===== config.mk =====
export PLATFORM = sky130hd
export DESIGN_NAME = voice_slot_allocator_top
export DESIGN_NICKNAME = d
export VERILOG_FILES = /design/src/rtl/core/vsa_pkg.sv /design/src/rtl/core/voice_slot_allocator_top.sv /design/src/rtl/core/vsa_voice_mem.sv /design/src/rtl/core/vsa_engine.sv
export VERILOG_INCLUDE_DIRS = /design/src /design/src/rtl/core
export SDC_FILE = /design/constraint.sdc
export NUM_CORES = 1
export LEC_CHECK = 0
export ABC_AREA = 0
export BUFFER_PORTS_ARGS = -buffer_cell sky130_fd_sc_hd__buf_2
export CAP_MARGIN = 20
export CORE_MARGIN = 2
export CORE_UTILIZATION = 44
export CTS_CLUSTER_SIZE = 30
export DETAILED_ROUTE_END_ITERATION = 7
export HOLD_SLACK_MARGIN = 0.03
export PLACE_DENSITY_LB_ADDON = 0.3
export SYNTH_ARGS = -nofsm -noshare
export SYNTH_HDL_FRONTEND = slang
export SYNTH_HIERARCHICAL = 1
export SYNTH_SLANG_ARGS = --single-unit

===== constraint.sdc =====
create_clock -name clk -period 9.8 [get_ports clk]
set_clock_uncertainty 0.05 [all_clocks]
set_input_delay 1.96 -clock clk [delete_from_list [all_inputs] [get_ports clk]]
set_output_delay 1.96 -clock clk [all_outputs]
set_load 0.02 [all_outputs]

===== src/rtl/core/voice_slot_allocator_top_defines.svh =====
// Assertion macros used by the voice slot allocator engine.
// Needs a signal named clk and, for the gated form, a signal named rst in scope.
`ifndef VOICE_SLOT_ALLOCATOR_TOP_DEFINES_SVH
`define VOICE_SLOT_ALLOCATOR_TOP_DEFINES_SVH

// Check that is switched off while reset is held
`define VSA_CHECK(lbl, prop, msg) \
  lbl: assert property (@(posedge clk) disable iff (rst) prop) else $error(msg);

// Check that also holds across reset
`define VSA_CHECK_ALWAYS(lbl, prop, msg) \
  lbl: assert property (@(posedge clk) prop) else $error(msg);

`endif


===== src/rtl/core/vsa_pkg.sv =====
// Shared types and constants for the voice slot allocator.
// No dependencies.
package vsa_pkg;

  // Default number of voice slots
  localparam int VOICES_DEF = 16;

  // Request action codes
  localparam logic ACT_ALLOC = 1'b0;
  localparam logic ACT_CLEAR = 1'b1;

  // How the slot was obtained
  typedef enum logic [1:0] {
    HOW_REUSE = 2'd0,
    HOW_EMPTY = 2'd1,
    HOW_STEAL = 2'd2,
    HOW_CLEAR = 2'd3
  } how_t;

  // Request payload
  typedef struct packed {
    logic        action;
    logic [31:0] now_pos;
    logic [31:0] start_pos;
    logic [15:0] length;
    logic [15:0] tone;
  } req_t;

  // Result payload
  typedef struct packed {
    logic [3:0] slot;
    how_t       how;
  } res_t;

  // One stored voice entry
  typedef struct packed {
    logic [15:0] tone;
    logic [15:0] length;
    logic [31:0] start;
  } voice_word_t;

  // Engine sequencer states
  typedef enum logic [2:0] {
    ST_IDLE,
    ST_READ,
    ST_LAST,
    ST_WRITE,
    ST_DONE
  } eng_state_t;

endpackage


===== src/rtl/core/voice_slot_allocator_top.sv =====
// Top level of the voice slot allocator: request port, result register, engine.
// Depends on vsa_pkg and vsa_engine.

// An allocate request scans every slot of the voice memory once, one read a
// cycle, then writes the chosen slot and places the result in the output
// register; the single read port of the voice memory sets the pace of the
// scan. A clear request goes straight to its result. One request is worked
// on at a time; the next can be taken once the result has moved to the output
// register, even if that result still waits there.
module voice_slot_allocator_top #(
  parameter int VOICES = vsa_pkg::VOICES_DEF
) (
  input  logic          clk,
  input  logic          rst,
  input  logic          req_valid,
  output logic          req_ready,
  input  vsa_pkg::req_t req,
  output logic          rsp_valid,
  input  logic          rsp_ready,
  output vsa_pkg::res_t rsp
);

  localparam int IW = (VOICES > 1) ? $clog2(VOICES) : 1;

  logic          res_valid;
  logic          res_take;
  vsa_pkg::res_t res;

  vsa_engine #(
    .VOICES (VOICES),
    .IW     (IW)
  ) u_engine (
    .clk       (clk),
    .rst       (rst),
    .req_valid (req_valid),
    .req_ready (req_ready),
    .req       (req),
    .res_valid (res_valid),
    .res_take  (res_take),
    .res       (res)
  );

  // Output register is free when empty or being drained
  assign res_take = !rsp_valid || rsp_ready;

  always_ff @(posedge clk) begin
    if (rst) begin
      rsp_valid <= 1'b0;
    end else if (res_valid && res_take) begin
      rsp_valid <= 1'b1;
    end else if (rsp_ready) begin
      rsp_valid <= 1'b0;
    end
  end

  always_ff @(posedge clk) begin
    if (res_valid && res_take) begin
      rsp <= res;
    end
  end

endmodule


===== src/rtl/core/vsa_voice_mem.sv =====
// Voice table memory: one write port, one read port, registered read data.
// Depends on vsa_pkg for the entry layout.
module vsa_voice_mem #(
  parameter int VOICES = vsa_pkg::VOICES_DEF,
  parameter int IW     = (VOICES > 1) ? $clog2(VOICES) : 1
) (
  input  logic                  clk,
  input  logic                  rd_en,
  input  logic [IW-1:0]         rd_addr,
  output vsa_pkg::voice_word_t  rd_data,
  input  logic                  wr_en,
  input  logic [IW-1:0]         wr_addr,
  input  vsa_pkg::voice_word_t  wr_data
);

  vsa_pkg::voice_word_t mem [VOICES];

  // Write port
  always_ff @(posedge clk) begin
    if (wr_en) begin
      mem[wr_addr] <= wr_data;
    end
  end

  // Read port, registered read data
  always_ff @(posedge clk) begin
    if (rd_en) begin
      rd_data <= mem[rd_addr];
    end
  end

endmodule


===== src/rtl/core/vsa_engine.sv =====
// Allocation engine: valid flags, slot scan over the voice memory, slot choice.
// Depends on vsa_pkg, vsa_voice_mem and the assertion macro header.
`include "voice_slot_allocator_top_defines.svh"

module vsa_engine #(
  parameter int VOICES = vsa_pkg::VOICES_DEF,
  parameter int IW     = (VOICES > 1) ? $clog2(VOICES) : 1
) (
  input  logic            clk,
  input  logic            rst,
  input  logic            req_valid,
  output logic            req_ready,
  input  vsa_pkg::req_t   req,
  output logic            res_valid,
  input  logic            res_take,
  output vsa_pkg::res_t   res
);

  localparam logic [IW-1:0] LAST_IDX = IW'(VOICES - 1);

  vsa_pkg::eng_state_t state, state_next;

  // Captured request
  logic [31:0] now_q;
  logic [31:0] start_q;
  logic [15:0] length_q;
  logic [15:0] tone_q;

  // Scan pipeline
  logic [IW-1:0]        cnt;
  logic                 s_vld;
  logic [IW-1:0]        s_idx;
  logic                 s_occ;
  vsa_pkg::voice_word_t rd_data;

  // Running choices
  logic          fin_found;
  logic [IW-1:0] fin_idx;
  logic          emp_found;
  logic [IW-1:0] emp_idx;
  logic [31:0]   old_start;
  logic [IW-1:0] old_idx;

  logic [VOICES-1:0]    valid_vec;
  logic                 accept;
  logic                 finished;
  logic [32:0]          end_sum;
  logic [IW-1:0]        pick_idx;
  vsa_pkg::how_t        pick_how;
  vsa_pkg::voice_word_t wr_word;

  assign accept = req_valid && req_ready;

  // Voice table storage
  vsa_voice_mem #(
    .VOICES (VOICES),
    .IW     (IW)
  ) u_mem (
    .clk     (clk),
    .rd_en   (state == vsa_pkg::ST_READ),
    .rd_addr (cnt),
    .rd_data (rd_data),
    .wr_en   (state == vsa_pkg::ST_WRITE),
    .wr_addr (pick_idx),
    .wr_data (wr_word)
  );

  // Finished test at 33 bits so the end never wraps
  assign end_sum  = {1'b0, rd_data.start} + {17'b0, rd_data.length};
  assign finished = {1'b0, now_q} >= end_sum;

  // Slot choice in priority order
  always_comb begin
    if (fin_found) begin
      pick_idx = fin_idx;
      pick_how = vsa_pkg::HOW_REUSE;
    end else if (emp_found) begin
      pick_idx = emp_idx;
      pick_how = vsa_pkg::HOW_EMPTY;
    end else begin
      pick_idx = old_idx;
      pick_how = vsa_pkg::HOW_STEAL;
    end
  end

  assign wr_word = '{tone: tone_q, length: length_q, start: start_q};

  // State register
  always_ff @(posedge clk) begin
    if (rst) begin
      state <= vsa_pkg::ST_IDLE;
    end else begin
      state <= state_next;
    end
  end

  // Next state and handshake; no request is taken while reset is held
  always_comb begin
    state_next = state;
    req_ready  = 1'b0;
    res_valid  = 1'b0;
    unique case (state)
      vsa_pkg::ST_IDLE: begin
        req_ready = !rst;
        if (req_valid && !rst) begin
          state_next = (req.action == vsa_pkg::ACT_CLEAR) ? vsa_pkg::ST_DONE
                                                          : vsa_pkg::ST_READ;
        end
      end
      vsa_pkg::ST_READ: begin
        if (cnt == LAST_IDX) begin
          state_next = vsa_pkg::ST_LAST;
        end
      end
      vsa_pkg::ST_LAST:  state_next = vsa_pkg::ST_WRITE;
      vsa_pkg::ST_WRITE: state_next = vsa_pkg::ST_DONE;
      vsa_pkg::ST_DONE: begin
        res_valid = 1'b1;
        if (res_take) begin
          state_next = vsa_pkg::ST_IDLE;
        end
      end
      default: state_next = vsa_pkg::ST_IDLE;
    endcase
  end

  // Valid flags and scan control
  always_ff @(posedge clk) begin
    if (rst) begin
      valid_vec <= '0;
      cnt       <= '0;
      s_vld     <= 1'b0;
    end else begin
      s_vld <= (state == vsa_pkg::ST_READ);
      if (accept) begin
        cnt <= '0;
        if (req.action == vsa_pkg::ACT_CLEAR) begin
          valid_vec <= '0;
        end
      end else if (state == vsa_pkg::ST_READ) begin
        cnt <= cnt + 1'b1;
      end
      if (state == vsa_pkg::ST_WRITE) begin
        valid_vec[pick_idx] <= 1'b1;
      end
    end
  end

  // Request capture, scan payload and running choices
  always_ff @(posedge clk) begin
    if (accept) begin
      now_q     <= req.now_pos;
      start_q   <= req.start_pos;
      length_q  <= req.length;
      tone_q    <= req.tone;
      fin_found <= 1'b0;
      emp_found <= 1'b0;
      res       <= '{slot: 4'd0, how: vsa_pkg::HOW_CLEAR};
    end
    s_idx <= cnt;
    s_occ <= valid_vec[cnt];
    if (s_vld) begin
      if (s_occ && finished && !fin_found) begin
        fin_found <= 1'b1;
        fin_idx   <= s_idx;
      end
      if (!s_occ && !emp_found) begin
        emp_found <= 1'b1;
        emp_idx   <= s_idx;
      end
      // Oldest start, strict compare keeps the lowest index on ties
      if (s_idx == '0 || rd_data.start < old_start) begin
        old_start <= rd_data.start;
        old_idx   <= s_idx;
      end
    end
    if (state == vsa_pkg::ST_WRITE) begin
      res <= '{slot: 4'(pick_idx), how: pick_how};
    end
  end

  `VSA_CHECK_ALWAYS(a_reset_idle, rst |=> state == vsa_pkg::ST_IDLE, "engine not idle after reset")
  `VSA_CHECK(a_clear_empties, (state == vsa_pkg::ST_DONE && res.how == vsa_pkg::HOW_CLEAR) |-> valid_vec == '0, "slots still valid after clear")
  `VSA_CHECK(a_steal_full, (state == vsa_pkg::ST_WRITE && !fin_found && !emp_found) |-> &valid_vec, "steal with an empty slot present")
  `VSA_CHECK(a_write_sets, state == vsa_pkg::ST_WRITE |=> valid_vec[$past(pick_idx)], "written slot not marked valid")

endmodule


== Word-level counts from Yosys, hierarchy flattened ==
Memories as Yosys holds them, arrays and structs flattened. A register that Yosys moved wholly into a read port is not among the register bits.
Index checks and enable logic that the tools add are counted.
Word-level totals
  bits in registers: 184
  memory bits (writable): 1024
  bits of input ports: 101
  output and inout bits: 8
  word-level logic and storage cells: 92
  memories: 1
Operators by class
  add/sub/neg operators: 2
  magnitude comparators: 5
  eq/ne operators: 8
  muxes and demuxes: 31
  bitwise operators: 1
  reductions and logical operators: 23
Memories
  u_engine.u_mem.mem: depth 16, bits a word 64, rd ports 1, clocked after Yosys merged registers in 1, write ports 1, line vsa_voice_mem.sv:16  | vsa_pkg::voice_word_t mem [VOICES];
Operator list (number)
  16-bit two-way mux: 4
  32-bit by 16-bit adder with 33-bit output: 1
  32-bit by 33-bit >= comparator with 1-bit output: 1
  32-bit less-than comparator: 1
  16-bit OR: 1
  3-bit case mux with 5 select lines: 1
  1-bit two-way mux: 14
  3-bit two-way mux: 4
  6-bit two-way mux: 2
  4-bit by 5-bit less-than comparator with 1-bit output (second input constant): 2
  4-bit two-way mux: 2
  1-bit logical AND: 7
  3-bit by 2-bit equality test with 1-bit output (second input constant): 2
  2-bit AND reduction: 3
  1-bit logical NOT: 5
  4-bit by 1-bit adder with 4-bit output (second input constant): 1
  1-bit binary-select mux with 4-bit select: 1
  1-bit demux with 4-bit select: 1
  4-bit equality test (second input constant): 1
  4-bit by 1-bit >= comparator with 1-bit output (second input constant): 1
  4-bit logical NOT: 1
  2-bit two-way mux: 2
  2-bit by 1-bit inequality test with 1-bit output (second input constant): 2
  2-bit nonzero test: 2
  other kinds (7): 8

== Longest topological paths before layout ==
  word-level depth: 8
  mapped depth: 19
  gate-level depth less buffers: 19

== Hierarchy ==
Netlist, hierarchy kept.
By module, submodules not included
  vsa_voice_mem: instances 1, cells an instance 1647, area an instance 40222.3 um2, sequential area each 32671.3 um2
  vsa_engine: instances 1, cells an instance 633, area an instance 8321.7 um2, sequential area each 5004.8 um2
  voice_slot_allocator_top: instances 1, cells an instance 11, area an instance 235.2 um2, sequential area each 200.2 um2

== Least setup slack after synthesis ==
Ideal clock, no wire load.
  path type: reg2reg
  from: reg u_engine.emp_found
  to: mem u_engine/u_mem/mem[0][0] (netlist name), enable pin
  library setup time: 565 ps
  arrival time: 5900 ps
  required time: 9185 ps
  setup slack: 3286 ps
  cell stages (with the launch flop): 6
  buffers on the path: 1
  clock period less this slack: 6514 ps
  cells stage by stage: dfxtp_1 clkbuf_1 mux2i_1 o21ai_0 or3b_2 nor3_1
On the way
  longest elaborated chain between the ends: 2
RTL lines
  start, declared: line vsa_engine.sv:39  | logic emp_found;
  start signal, assigned: line vsa_engine.sv:157  | emp_found <= 1'b0;
  start signal, assigned: line vsa_engine.sv:168  | emp_found <= 1'b1;
  4-bit two-way mux: line vsa_engine.sv:77  | end else if (emp_found) begin
  4-bit two-way mux: line vsa_engine.sv:74  | if (fin_found) begin
  net u_engine.pick_idx[2]: line vsa_engine.sv:48  | logic [IW-1:0] pick_idx;
  end, declared: line vsa_voice_mem.sv:16
The timed path passes the listed nets, and every way through them passes these cells.

== Worst setup path after layout ==
  from: in rst
  to: out req_ready
On the way
  longest elaborated chain between the ends: 2
RTL lines
  start, declared: line voice_slot_allocator_top.sv:14  | input logic rst,
  1-bit logical NOT: line vsa_engine.sv:104  | req_ready = !rst;
  1-bit two-way mux: line vsa_engine.sv:102  | unique case (state)
  end, declared: line voice_slot_allocator_top.sv:16  | output logic req_ready,
No other way between the ends.

==> flow_metrics.env <==
export IMPL_pwr_share_seq_pct=52.9
export IMPL_die_w_um=299.2
export IMPL_max_slew_margin_pct=24.76
export IMPL_synth_area_per_cell_sq_um=20.37
export IMPL_syn_cell_area_sq_um=38350
export IMPL_tns_ns=0
export IMPL_yosysWarnings=6
export IMPL_rows=108
export IMPL_drtIter0Drc=1885
export IMPL_drive_above_1_share_pct=23.73
export IMPL_hold_buffers=0
export IMPL_path_class="primary input to output pin"
export IMPL_fp_dieH_um=299.2
export IMPL_cts_tree="built"
export IMPL_dr_pass1_iters=5
export IMPL_grt_usage_pct=19.32
export IMPL_rsz0062_at_grt="false"
export IMPL_cts_htree_levels=3
export IMPL_switchingPower_mw=1.901
export IMPL_fin_crit_sh_pct=49.72
export IMPL_diodes=0
export IMPL_cts_root_buf="clkbuf_16"
export IMPL_p_sw_share_pct=21.25
export IMPL_fill_cells=6829
export IMPL_drv_cap=0
export IMPL_p_int_mw=7.044
export IMPL_setup_viol=0
export IMPL_clock_latency_ns=0.67
export IMPL_routedWlPerCell_um=26.51
export IMPL_grt_overflow_total=0
export IMPL_post_cts_buffers=0
export IMPL_ir_drop_mv=0.1539
export IMPL_ios=109
export IMPL_cp_start_kind="primary input"
export IMPL_endpoint_kind="output pin"
export IMPL_clk_pin_slew_ns=0.06
export IMPL_final_util_pct=50.16
export IMPL_vias=18600
export IMPL_p_comb_share_pct=5.6
export IMPL_place_congestion=0.8871
export IMPL_viasPerCell=5.716
export IMPL_finalHoldViolCount=0
export IMPL_numCtsBuffers=98
export IMPL_clk_path_buf_depth=3
export IMPL_hp_class="flop to flop"
export IMPL_post_dp_hpwl_mm=46.51
export IMPL_timing_hold_ws_ns=0.3856
export IMPL_ctsResizeCount=0
export IMPL_start_util_pct=44.28
export IMPL_p_leak_nw=13.99
export IMPL_die_area_sq_um=89540
export IMPL_power_per_cell_area_nw_per_um2=205.9
export IMPL_grt_pass1_wl_mm=126.1
export IMPL_io_buffers=92
export IMPL_crit_arrival_ns=2.86
export IMPL_slew_violations=0
export IMPL_grt_pass1_vias=19050
export IMPL_clkPwrFrac_pct=41.4
export IMPL_drc=0
export IMPL_crit_fanout=27
export IMPL_syn2layout_area_growth_pct=13.29
export IMPL_clock_fmax_mhz=205.2
export IMPL_antenna_found_initial=1
export IMPL_outcome="finished, final reports clean"
export IMPL_drt_total_wl_mm=86.26
export IMPL_tightest_slew_ns=1.117
export IMPL_ant_nets=0
export IMPL_fin_nets=2200
export IMPL_min_period_ns=4.872
export IMPL_grt_max_degree=89
export IMPL_synthesis_nets=2065
export IMPL_cp_data_required_time_ns=7.79
export IMPL_clkSinkCount=984
export IMPL_synthCells=1883
export IMPL_core_sq_um=86620
[sequential cells by signal (all words and copies together) (netlist names)]
signal,count
u_engine/u_mem/mem,768
u_engine/u_mem/rd_data,48
u_engine/now_q,32
u_engine/old_start,32
u_engine/start_q,32
u_engine/length_q,16
u_engine/valid_vec,16
rsp,6
u_engine/res,6
u_engine/cnt,4
u_engine/emp_idx,4
u_engine/fin_idx,4
u_engine/old_idx,4
u_engine/s_idx,4
u_engine/state,3
rsp_valid,1
u_engine/emp_found,1
u_engine/fin_found,1
u_engine/s_occ,1
u_engine/s_vld,1
[final cells by class]
class,instances,area [sq um],share of cell area [%]
clock inverter,60,594.3,1.368
inverter,48,182.7,0.4204
sequential,984,29240,67.29
clock buffer,121,2633,6.059
tap,1155,1445,3.326
multi-input combinational,762,8628,19.86
timing repair buffer,124,730.7,1.682
[metal layers]
layer / global-route usage [%] / wire length [um]
met2: 29.92 / 40140
met4: 5.607 / 2198
met5: 0 / 0
met3: 3.682 / 6825
met1: 28.16 / 37090
[worst max-delay path, cell delays in order]
cell	delay (ns)
buf_2	0.26
nor4_1	0.38
buf_2	0.25
[power by group through the flow]
stage | Combinational [mW] | Sequential, mW | Clock, mW
finish | 0.503 | 4.74 | 3.71
global route | 0.553 | 4.74 | 3.95
CTS | 0.509 | 4.74 | 3.79
detailed placement | 0.506 | 4.83 | 0
global placement | 0.495 | 4.82 | 0
floorplan | 0.402 | 4.78 | 0
[final timing paths]
path	slack, ns	startpoint	endpoint	cells past startpoint
setup / recovery	4.93	rst	req_ready	3
hold / removal	0.39	u_engine/res[0]	rsp[0]	0
setup reg to reg	4.93	u_engine/u_mem/rd_data[3]	u_engine/fin_idx[2]	16
hold reg to reg	0.39	u_engine/res[0]	rsp[0]	0
[cell usage in the layout (no fill, tap or decap), drive strengths merged, types with 36 or more instances in the layout]
master / count
a21oi: 36
clkbuf: 122
clkinv: 43
ha: 80
edfxtp: 952
inv: 51
a22oi: 109
mux4: 197
nand2: 75
nor2: 51
buf: 123
[stage by stage]
step / setup WS, ns / power [mW] / instances / area (sq um)
floorplan: 3.939 / 5.180 / 1883 / 38350
CTS: 4.928 / 9.031 / 3253 / 43440
global route: 4.691 / 9.243 / 3254 / 43450
finish: 4.928 / 8.945 / 3254 / 43450
global placement: 4.948 / 5.315 / 3071 / 40190
detailed placement: 4.955 / 5.331 / 3072 / 40220
Power figures use the tool's default switching activity.
